### src/rtl/rotor_cipher_machine_assert.svh
// Assertion macros shared by the queue and back-pipeline modules.
`ifndef ROTOR_CIPHER_MACHINE_ASSERT_SVH
`define ROTOR_CIPHER_MACHINE_ASSERT_SVH
`ifndef NO_ASSERTIONS
`define RCM_ASSERT_IMPL(lbl, ante, cons, msg) \
  lbl: assert property (@(posedge clk) disable iff (rst) (ante) |-> (cons)) else $error(msg);
`define RCM_ASSERT_NEXT(lbl, ante, cons, msg) \
  lbl: assert property (@(posedge clk) disable iff (rst) (ante) |=> (cons)) else $error(msg);
`else
`define RCM_ASSERT_IMPL(lbl, ante, cons, msg)
`define RCM_ASSERT_NEXT(lbl, ante, cons, msg)
`endif
`endif

### src/rtl/rcm_pkg.sv
package rcm_pkg;

  typedef logic [25:0][4:0] tab_t;

  typedef enum logic [2:0] {
    REG_ROTOR_CHOICE     = 3'd0,
    REG_RING_SETTINGS    = 3'd1,
    REG_START_POSITIONS  = 3'd2,
    REG_REFLECTOR_CHOICE = 3'd3,
    REG_PLUG_PAIRS_LOW   = 3'd4,
    REG_PLUG_PAIRS_HIGH  = 3'd5
  } reg_index_t;

  typedef struct packed {
    logic [8:0]  rotor_choice;
    logic [14:0] ring_settings;
    logic        reflector_choice;
    logic [59:0] plug_pairs_low;
    logic [39:0] plug_pairs_high;
  } rcm_cfg_t;

  localparam logic [7:0] CHAR_UA = 8'h41;
  localparam logic [7:0] CHAR_UZ = 8'h5A;
  localparam logic [7:0] CHAR_LA = 8'h61;
  localparam logic [7:0] CHAR_LZ = 8'h7A;

  function automatic tab_t to_tab(logic [207:0] s);
    tab_t t;
    for (int j = 0; j < 26; j++) begin
      t[j] = 5'(s[8*(25-j) +: 8] - CHAR_UA);
    end
    return t;
  endfunction

  function automatic tab_t inv_of(logic [207:0] s);
    tab_t t;
    logic [4:0] c;
    for (int j = 0; j < 26; j++) begin
      c = 5'(s[8*(25-j) +: 8] - CHAR_UA);
      t[c] = 5'(j);
    end
    return t;
  endfunction

  localparam logic [207:0] W_I   = "EKMFLGDQVZNTOWYHXUSPAIBRCJ";
  localparam logic [207:0] W_II  = "AJDKSIRUXBLHWTMCQGZNPYFVOE";
  localparam logic [207:0] W_III = "BDFHJLCPRTXVZNYEIWGAKMQOUS";
  localparam logic [207:0] W_IV  = "ESOVPZJAYQUWIGLNRKXBTMCDHF";
  localparam logic [207:0] W_V   = "VZBRGITYUPSDNHLXAWMCQJFEOK";
  localparam logic [207:0] W_B   = "YRUHQSLDPXNGOKMIEBFZCWVJAT";
  localparam logic [207:0] W_C   = "FVPJIAOYEDRZXWGCTKUQSBNMHL";

  localparam tab_t ROT_FWD [5] = '{to_tab(W_I), to_tab(W_II), to_tab(W_III),
                                   to_tab(W_IV), to_tab(W_V)};
  localparam tab_t ROT_BWD [5] = '{inv_of(W_I), inv_of(W_II), inv_of(W_III),
                                   inv_of(W_IV), inv_of(W_V)};
  localparam tab_t REFL [2] = '{to_tab(W_B), to_tab(W_C)};
  localparam logic [4:0] TURN [5] = '{5'd16, 5'd4, 5'd21, 5'd9, 5'd25};

  function automatic logic [4:0] mod26(logic [5:0] v);
    return (v >= 6'd26) ? 5'(v - 6'd26) : v[4:0];
  endfunction

  function automatic logic [2:0] type_of(logic [2:0] code);
    return (code > 3'd4) ? 3'd4 : code;
  endfunction

  function automatic logic [4:0] rot_fwd(logic [2:0] ty, logic [4:0] s, logic [4:0] x);
    logic [4:0] t;
    logic [4:0] w;
    t = mod26({1'b0, x} + {1'b0, s});
    w = ROT_FWD[ty][t];
    return mod26({1'b0, w} + 6'd26 - {1'b0, s});
  endfunction

  function automatic logic [4:0] rot_bwd(logic [2:0] ty, logic [4:0] s, logic [4:0] x);
    logic [4:0] t;
    logic [4:0] w;
    t = mod26({1'b0, x} + {1'b0, s});
    w = ROT_BWD[ty][t];
    return mod26({1'b0, w} + 6'd26 - {1'b0, s});
  endfunction

endpackage

### src/rtl/rcm_fifo.sv
module rcm_fifo #(
  parameter int WIDTH = 8,
  parameter int DEPTH = 4
) (
  input  logic             clk,
  input  logic             rst,
  input  logic             push,
  output logic             full,
  input  logic [WIDTH-1:0] wdata,
  input  logic             pop,
  output logic             empty,
  output logic [WIDTH-1:0] rdata
);
  `include "rotor_cipher_machine_assert.svh"

  localparam int PW = (DEPTH > 1) ? $clog2(DEPTH) : 1;
  localparam int CW = $clog2(DEPTH + 1);

  logic [WIDTH-1:0] mem [DEPTH];
  logic [PW-1:0] wr_ptr;
  logic [PW-1:0] rd_ptr;
  logic [CW-1:0] count;
  logic do_push;
  logic do_pop;

  assign full    = (count == CW'(DEPTH));
  assign empty   = (count == '0);
  assign do_push = push && !full;
  assign do_pop  = pop && !empty;
  assign rdata   = mem[rd_ptr];

  always_ff @(posedge clk) begin
    if (rst) begin
      wr_ptr <= '0;
      rd_ptr <= '0;
      count  <= '0;
    end else begin
      if (do_push) begin
        wr_ptr <= (wr_ptr == PW'(DEPTH - 1)) ? '0 : wr_ptr + PW'(1);
      end
      if (do_pop) begin
        rd_ptr <= (rd_ptr == PW'(DEPTH - 1)) ? '0 : rd_ptr + PW'(1);
      end
      count <= count + CW'(do_push) - CW'(do_pop);
    end
  end

  always_ff @(posedge clk) begin
    if (do_push) begin
      mem[wr_ptr] <= wdata;
    end
  end

  `RCM_ASSERT_IMPL(a_count_range, 1'b1, count <= CW'(DEPTH), "queue count out of range")
  `RCM_ASSERT_NEXT(a_push_counts, do_push && !do_pop, count == $past(count) + CW'(1), "accepted item not counted")
  `RCM_ASSERT_NEXT(a_pop_counts, do_pop && !do_push, count == $past(count) - CW'(1), "taken item not removed")
endmodule

### src/rtl/rcm_front.sv
module rcm_front #(
  parameter int ROTOR_COUNT = 3
) (
  input  logic                   clk,
  input  logic                   rst,
  input  rcm_pkg::rcm_cfg_t      cfg,
  input  logic                   load,
  input  logic [14:0]            load_val,
  input  logic                   push,
  output logic                   full,
  input  logic [7:0]             in_byte,
  input  logic                   q_full,
  output logic                   q_push,
  output logic [14+5*ROTOR_COUNT-1:0] q_data
);
  import rcm_pkg::*;

  logic [ROTOR_COUNT-1:0][4:0] pos;
  logic [ROTOR_COUNT-1:0][4:0] pos_next;
  logic [ROTOR_COUNT-1:0][4:0] start;
  logic [ROTOR_COUNT-1:0][2:0] rtype;
  logic [ROTOR_COUNT-1:0] hit;
  logic [ROTOR_COUNT-1:0] adv;
  logic is_upper;
  logic is_lower;
  logic is_letter;
  logic [4:0] idx;

  for (genvar i = 0; i < ROTOR_COUNT; i++) begin : g_rot
    localparam int K = ROTOR_COUNT - 1 - i;
    if (K < 3) begin : g_field
      assign rtype[i] = type_of(cfg.rotor_choice[3*K +: 3]);
      assign start[i] = mod26({1'b0, load_val[5*K +: 5]});
    end else begin : g_zero
      assign rtype[i] = 3'd0;
      assign start[i] = 5'd0;
    end
    assign hit[i] = (pos[i] == TURN[rtype[i]]);
    if (i == ROTOR_COUNT - 1) begin : g_right
      assign adv[i] = 1'b1;
    end else if (i == 0) begin : g_left
      assign adv[i] = hit[i+1];
    end else begin : g_mid
      assign adv[i] = hit[i+1] || hit[i];
    end
    assign pos_next[i] = adv[i] ? ((pos[i] == 5'd25) ? 5'd0 : pos[i] + 5'd1) : pos[i];
  end

  assign is_upper  = (in_byte >= CHAR_UA) && (in_byte <= CHAR_UZ);
  assign is_lower  = (in_byte >= CHAR_LA) && (in_byte <= CHAR_LZ);
  assign is_letter = is_upper || is_lower;
  assign idx = is_upper ? 5'(in_byte - CHAR_UA) : (is_lower ? 5'(in_byte - CHAR_LA) : 5'd0);

  assign full   = q_full;
  assign q_push = push && !q_full;
  assign q_data = {in_byte, is_letter, idx, is_letter ? pos_next : pos};

  always_ff @(posedge clk) begin
    if (rst) begin
      pos <= '0;
    end else if (load) begin
      pos <= start;
    end else if (q_push && is_letter) begin
      pos <= pos_next;
    end
  end
endmodule

### src/rtl/rcm_back.sv
module rcm_back #(
  parameter int ROTOR_COUNT = 3
) (
  input  logic                   clk,
  input  logic                   rst,
  input  rcm_pkg::rcm_cfg_t      cfg,
  input  logic                   q_empty,
  input  logic [14+5*ROTOR_COUNT-1:0] q_data,
  output logic                   q_pop,
  input  logic                   o_full,
  output logic                   o_push,
  output logic [8:0]             o_data
);
  import rcm_pkg::*;
  `include "rotor_cipher_machine_assert.svh"

  localparam int L = 2 * ROTOR_COUNT + 3;

  logic [ROTOR_COUNT-1:0][2:0] rtype;
  logic [ROTOR_COUNT-1:0][4:0] ring;
  logic [9:0][4:0] pa;
  logic [9:0][4:0] pb;
  logic [9:0] plug_on_next;
  logic [9:0] plug_on;

  logic vld [L];
  logic st_let [L];
  logic [7:0] st_byte [L];
  logic [4:0] st_x [L];
  logic [ROTOR_COUNT-1:0][4:0] st_sh [L];
  logic [4:0] nx_x [L];
  logic [ROTOR_COUNT-1:0][4:0] sh0;

  logic [7:0] q_byte;
  logic q_let;
  logic [4:0] q_idx;
  logic [ROTOR_COUNT-1:0][4:0] q_pos;
  logic adv;

  assign {q_byte, q_let, q_idx, q_pos} = q_data;

  for (genvar i = 0; i < ROTOR_COUNT; i++) begin : g_rot
    localparam int K = ROTOR_COUNT - 1 - i;
    if (K < 3) begin : g_field
      assign rtype[i] = type_of(cfg.rotor_choice[3*K +: 3]);
      assign ring[i]  = mod26({1'b0, cfg.ring_settings[5*K +: 5]});
    end else begin : g_zero
      assign rtype[i] = 3'd0;
      assign ring[i]  = 5'd0;
    end
    assign sh0[i] = mod26({1'b0, q_pos[i]} + 6'd26 - {1'b0, ring[i]});
  end

  for (genvar p = 0; p < 10; p++) begin : g_pair
    if (p < 6) begin : g_low
      assign pa[p] = cfg.plug_pairs_low[10*p +: 5];
      assign pb[p] = cfg.plug_pairs_low[10*p+5 +: 5];
    end else begin : g_high
      assign pa[p] = cfg.plug_pairs_high[10*(p-6) +: 5];
      assign pb[p] = cfg.plug_pairs_high[10*(p-6)+5 +: 5];
    end
  end

  // A pair is wired only when both letters are valid, distinct and still free.
  always_comb begin
    logic ok;
    for (int p = 0; p < 10; p++) begin
      ok = (pa[p] < 5'd26) && (pb[p] < 5'd26) && (pa[p] != pb[p]);
      for (int q = 0; q < p; q++) begin
        if (plug_on_next[q] && (pa[p] == pa[q] || pa[p] == pb[q] ||
                                pb[p] == pa[q] || pb[p] == pb[q])) begin
          ok = 1'b0;
        end
      end
      plug_on_next[p] = ok;
    end
  end

  always_ff @(posedge clk) begin
    plug_on <= plug_on_next;
  end

  function automatic logic [4:0] plug(logic [4:0] x, logic [9:0] en,
                                      logic [9:0][4:0] a, logic [9:0][4:0] b);
    logic [4:0] r;
    r = x;
    for (int p = 0; p < 10; p++) begin
      if (en[p] && a[p] == x) r = b[p];
      if (en[p] && b[p] == x) r = a[p];
    end
    return r;
  endfunction

  for (genvar k = 0; k < L; k++) begin : g_stage
    if (k == 0) begin : g_plug_in
      assign nx_x[k] = plug(q_idx, plug_on, pa, pb);
    end else if (k <= ROTOR_COUNT) begin : g_fwd
      localparam int R = ROTOR_COUNT - k;
      assign nx_x[k] = rot_fwd(rtype[R], st_sh[k-1][R], st_x[k-1]);
    end else if (k == ROTOR_COUNT + 1) begin : g_refl
      assign nx_x[k] = REFL[cfg.reflector_choice][st_x[k-1]];
    end else if (k <= 2 * ROTOR_COUNT + 1) begin : g_bwd
      localparam int R = k - ROTOR_COUNT - 2;
      assign nx_x[k] = rot_bwd(rtype[R], st_sh[k-1][R], st_x[k-1]);
    end else begin : g_plug_out
      assign nx_x[k] = plug(st_x[k-1], plug_on, pa, pb);
    end
  end

  assign adv    = !vld[L-1] || !o_full;
  assign q_pop  = adv && !q_empty;
  assign o_push = vld[L-1] && !o_full;
  assign o_data = {st_let[L-1] ? ({3'b000, st_x[L-1]} + CHAR_UA) : st_byte[L-1],
                   st_let[L-1]};

  always_ff @(posedge clk) begin
    if (rst) begin
      for (int k = 0; k < L; k++) vld[k] <= 1'b0;
    end else if (adv) begin
      vld[0] <= !q_empty;
      for (int k = 1; k < L; k++) vld[k] <= vld[k-1];
    end
  end

  always_ff @(posedge clk) begin
    if (adv) begin
      st_byte[0] <= q_byte;
      st_let[0]  <= q_let;
      st_sh[0]   <= sh0;
      for (int k = 1; k < L; k++) begin
        st_byte[k] <= st_byte[k-1];
        st_let[k]  <= st_let[k-1];
        st_sh[k]   <= st_sh[k-1];
      end
      for (int k = 0; k < L; k++) st_x[k] <= nx_x[k];
    end
  end

  `RCM_ASSERT_NEXT(a_stall_hold, vld[L-1] && !adv, vld[L-1] && $stable(st_x[L-1]), "stalled result changed")
  `RCM_ASSERT_NEXT(a_bubble, adv && q_empty, !vld[0], "item invented from an empty queue")
  `RCM_ASSERT_IMPL(a_letter_range, vld[L-1] && st_let[L-1], st_x[L-1] < 5'd26, "letter index out of range")
endmodule

### src/rtl/rotor_cipher_machine.sv
// Rotor cipher machine: one ASCII byte per item, one item per clock sustained while the
// output is not held full. Letters are folded to upper case, step the rotors and are
// enciphered; other bytes pass unchanged. The front steps the rotor positions as it accepts
// an item, so items may follow back to back; the back is a pipeline of 2*ROTOR_COUNT+3
// substitution stages (plugboard, each rotor forward, reflector, each rotor backward,
// plugboard). Small queues on both sides of the back pipeline absorb stalls.
// Configuration must be written only while the block is idle; the block itself does not
// enforce this. Writing start_positions reloads the rotor positions at once.
module rotor_cipher_machine #(
  parameter int ROTOR_COUNT = 3
) (
  input  logic        clk,
  input  logic        rst,
  input  logic        cfg_we,
  input  logic [2:0]  cfg_index,
  input  logic [59:0] cfg_data,
  input  logic        push,
  output logic        full,
  input  logic [7:0]  in_byte,
  output logic        empty,
  input  logic        pop,
  output logic [7:0]  out_byte,
  output logic        was_letter
);
  import rcm_pkg::*;

  localparam int EW = 14 + 5 * ROTOR_COUNT;

  rcm_cfg_t cfg;
  logic load;
  logic q_push;
  logic q_full;
  logic q_pop;
  logic q_empty;
  logic [EW-1:0] q_wdata;
  logic [EW-1:0] q_rdata;
  logic o_push;
  logic o_full;
  logic [8:0] o_wdata;
  logic [8:0] o_rdata;

  assign load = cfg_we && (cfg_index == REG_START_POSITIONS);

  always_ff @(posedge clk) begin
    if (rst) begin
      cfg.rotor_choice     <= 9'd10;
      cfg.ring_settings    <= '0;
      cfg.reflector_choice <= 1'b0;
      cfg.plug_pairs_low   <= '0;
      cfg.plug_pairs_high  <= '0;
    end else if (cfg_we) begin
      case (cfg_index)
        REG_ROTOR_CHOICE:     cfg.rotor_choice     <= cfg_data[8:0];
        REG_RING_SETTINGS:    cfg.ring_settings    <= cfg_data[14:0];
        REG_REFLECTOR_CHOICE: cfg.reflector_choice <= cfg_data[0];
        REG_PLUG_PAIRS_LOW:   cfg.plug_pairs_low   <= cfg_data[59:0];
        REG_PLUG_PAIRS_HIGH:  cfg.plug_pairs_high  <= cfg_data[39:0];
        default: ;
      endcase
    end
  end

  rcm_front #(.ROTOR_COUNT(ROTOR_COUNT)) u_front (
    .clk      (clk),
    .rst      (rst),
    .cfg      (cfg),
    .load     (load),
    .load_val (cfg_data[14:0]),
    .push     (push),
    .full     (full),
    .in_byte  (in_byte),
    .q_full   (q_full),
    .q_push   (q_push),
    .q_data   (q_wdata)
  );

  rcm_fifo #(.WIDTH(EW), .DEPTH(4)) u_mid_q (
    .clk   (clk),
    .rst   (rst),
    .push  (q_push),
    .full  (q_full),
    .wdata (q_wdata),
    .pop   (q_pop),
    .empty (q_empty),
    .rdata (q_rdata)
  );

  rcm_back #(.ROTOR_COUNT(ROTOR_COUNT)) u_back (
    .clk     (clk),
    .rst     (rst),
    .cfg     (cfg),
    .q_empty (q_empty),
    .q_data  (q_rdata),
    .q_pop   (q_pop),
    .o_full  (o_full),
    .o_push  (o_push),
    .o_data  (o_wdata)
  );

  rcm_fifo #(.WIDTH(9), .DEPTH(4)) u_out_q (
    .clk   (clk),
    .rst   (rst),
    .push  (o_push),
    .full  (o_full),
    .wdata (o_wdata),
    .pop   (pop),
    .empty (empty),
    .rdata (o_rdata)
  );

  assign out_byte   = o_rdata[8:1];
  assign was_letter = o_rdata[0];
endmodule
### config.mk
export PLATFORM = sky130hd
export DESIGN_NAME = rotor_cipher_machine
export DESIGN_NICKNAME = d
export VERILOG_FILES = /design/src/rtl/rcm_pkg.sv /design/src/rtl/rcm_fifo.sv /design/src/rtl/rcm_front.sv /design/src/rtl/rcm_back.sv /design/src/rtl/rotor_cipher_machine.sv
export VERILOG_INCLUDE_DIRS = /design/src /design/src/rtl
export SDC_FILE = /design/constraint.sdc
export NUM_CORES = 2
export LEC_CHECK = 0
export BUFFER_PORTS_ARGS = -buffer_cell sky130_fd_sc_hd__buf_2
export CAP_MARGIN = 20
export CORE_UTILIZATION = 45
export CTS_BUF_LIST = sky130_fd_sc_hd__clkbuf_8
export DETAILED_ROUTE_END_ITERATION = 12
export PLACE_DENSITY = 0.59
export SLEW_MARGIN = 25
export SYNTH_ARGS = -nofsm -noshare
export SYNTH_HDL_FRONTEND = slang
export SYNTH_SLANG_ARGS = --single-unit
### constraint.sdc
create_clock -name clk -period 20.9 [get_ports clk]
set_clock_uncertainty 0.2 [all_clocks]
set_input_delay 2.09 -clock clk [delete_from_list [all_inputs] [get_ports clk]]
set_output_delay 2.09 -clock clk [all_outputs]
set_load 0.03 [all_outputs]
==> impl_metrics.ini <==
[outcome]
status = completed

[layout]
seqCellArea_mm2 = 0.0147
stdcell_count = 7025
area_growth_pct = 5.95
fillers = 10400
multiInputGateArea_mm2 = 0.0311
drive_above_1_share = 0.0883
final_nets = 5803

[floorplan]
ioPinCount = 87
dieArea_mm2 = 0.110
die_w_um = 332
rows = 120
start_util = 0.456
core_area_mm2 = 0.108
die_height_um = 332

[synth]
yosys_warnings = 0
synth_nets = 6031
synth_ff_type = edfxtp_1
synth.distinct_cells = 93
synth-seq-area-share = 0.299
ys_ff_latch = 545
postSynth.asyncResetShare = 0
synth_area_mm2 = 0.0490
synthCells = 5751
synth-edff-count = 377
synth.avg_cell_area_um2 = 8.53

[grt]
grt_max_degree = 87
antenna_found_initial = 14
overflow = 0
grt_pass1_vias = 40600
grt_usage = 0.283
grt_pass1_wl_um = 246000

[clocking]
cts_root_buf = clkbuf_8
ctsHoldBuffers = 0
cts_tree = yes
htree_levels = 3
cts_buffers = 100
cts_setup_buffers = 0
post_cts_resized = 0
clock_latency_ns = 0.81
cts.sinks = 545
clockBufferDepth = 3
clk_pin_slew_worst_paths_ns = 0.06

[timing]
drv_slew = 0
fmax_mhz = 158
final-setup-viol-count = 0
tns_ns = 0
period_share = 0.303
final-hold-violation-count = 0
fin_hold_ws_ns = 0.199
grt_setup_unrepaired = false
worstMarginPinSlew_ns = 1.22
relSlewSlack = 0.177
fin_crit_ns = 6.34

[place]
dp_hpwl_um = 103000
place_congestion = 0.974
dp.cells = 6824
numPortBuffers = 86

[critical_path]
start_kind = flip-flop
r2r-start = u_back.st_sh[0][80]
ff2ff_path_depth = 21
slowest_delay_ns = 0.60
worstSetupEndpoint = u_back.st_x[0][33]
endpoint_kind = flip-flop
cp_data_arrival_time_ns = 6.65
r2r-end = u_back.st_x[0][33]
path_max_fanout = 36
path_cells = ha_1 -> fa_1 -> a21o_1 -> a21oi_1 -> xnor2_1 -> o2bb2ai_1 -> a21o_2 -> nor2_1 -> a2111oi_0 -> a211oi_1 -> o41ai_1 -> ha_1 -> inv_1 -> ha_1 -> fa_1 -> a21o_1 -> a21oi_1 -> xnor2_1 -> nor2_1 -> nor3_1 -> a21oi_1
cp.depth = 21
cp_top_family = compound AO/OA/AOI/OAI gates
regToRegSetupSlack_ns = 14.56
critPathBufInv = 1
required_ns = 21.22
path_class = reg2reg
crit_start = u_back.st_sh[0][80]
cpMaxStageDelayCell = a21o_2

[flow_run]
max_cap_viol_count = 0

[route]
wl_per_cell_um = 22.9
drt-pass1-iter-count = 6
antenna_left = 0
drc = 0
drt_iter0_drc = 4562
routed_wl_um = 161000
avgViaCountPerCell = 6.11
vias = 42900

[hold_path]
hp-class = reg2reg
holdPathStages = 0
==> synth_stat cells, types with 168 or more instances <==
library cell,n,share of area
a21oi_1,390,0.040
clkbuf_1,271,0.021
dfxtp_1,168,0.069
edfxtp_1,377,0.23
ha_1,187,0.048
inv_1,194,0.015
nand2_1,513,0.039
nand3_1,232,0.024
nor2_1,349,0.027
nor3_1,222,0.023
o21ai_0,229,0.023
xnor2_1,622,0.11
xor2_1,612,0.11
==> flip-flops by register name, summed over array words and instances (netlist names), named ones only <==
register / flops
cfg: 125
u_back.plug_on: 10
u_back.st_byte: 72
u_back.st_let: 9
u_back.st_sh: 90
u_back.st_x: 45
u_back.vld: 9
u_front.pos: 15
u_mid_q.count: 3
u_mid_q.mem: 116
u_mid_q.rd_ptr: 2
u_mid_q.wr_ptr: 2
u_out_q.count: 3
u_out_q.mem: 36
u_out_q.rd_ptr: 2
u_out_q.wr_ptr: 2
==> per-stage QoR <==
stage	worst slack (ns)	cell area, um2	utilization
after CTS	14.17	51900	0.483
after detailed placement	14.16	49900	0.464
after global routing	14.04	51900	0.483
final	14.56	52000	0.483
after global placement	14.23	49900	0.464
after floorplan	12.03	49000	-
==> cell families after synthesis <==
group	synth area share
AOI/OAI and AO/OA	0.177
xor gates and xnor gates	0.220
adders and majority gates	0.0546
buffers and inverters	0.0689
DFF	0.299
muxes	0.0325
and+or+nand+nor	0.147
==> cells in the final DEF (no fill, tap or decap), drive strengths merged, types with 62 or more instances in the layout <==
cell type  netlist  routed
o21ai          237     237
clkbuf         272     106
a21oi          390     390
inv            194     233
ha             187     187
dfxtp          168     168
a31oi           63      63
buf            303     245
edfxtp         377     377
nor3           225     225
o211ai          62      62
nand3          233     233
xor2           612     612
nor2           349     349
nand2          513     513
xnor2          622     622
==> worst min path at each step <==
stage / endpoint / start / slack [ns]
4_1_cts: u_back.st_let[0][3] / u_back.st_let[0][2] / 0.20
6_report: u_back.st_sh[0][67] / u_back.st_sh[0][52] / 0.20
3_3_place_gp: u_back.st_byte[0][53] / u_back.st_byte[0][45] / 0.20
5_1_grt: u_back.st_sh[0][67] / u_back.st_sh[0][52] / 0.20
2_1_floorplan: u_back.st_byte[0][10] / u_back.st_byte[0][2] / 0.20
3_5_place_dp: u_back.st_byte[0][17] / u_back.st_byte[0][9] / 0.20
==> per-layer routing <==
layer,track usage,part of all wire,vias up
met3,0.0506,0.089,411
met5,0,0.00015,-
met4,0.126,0.041,4
li1,-,-,19800
met1,0.381,0.42,20700
met2,0.442,0.44,2012
==> layout make-up <==
class / instances / share of cell area
inverter: 197 / 0.0142
clock inverter: 81 / 0.0114
clock buffer: 106 / 0.0281
sequential: 545 / 0.283
tap: 1403 / 0.0338
multi-input combinational: 4434 / 0.598
timing repair buffer: 245 / 0.0314
antenna: 14 / 0.000674
Power is not shown: default switching activity piles up to over one toggle a cycle in this logic, so the estimate is an artifact.
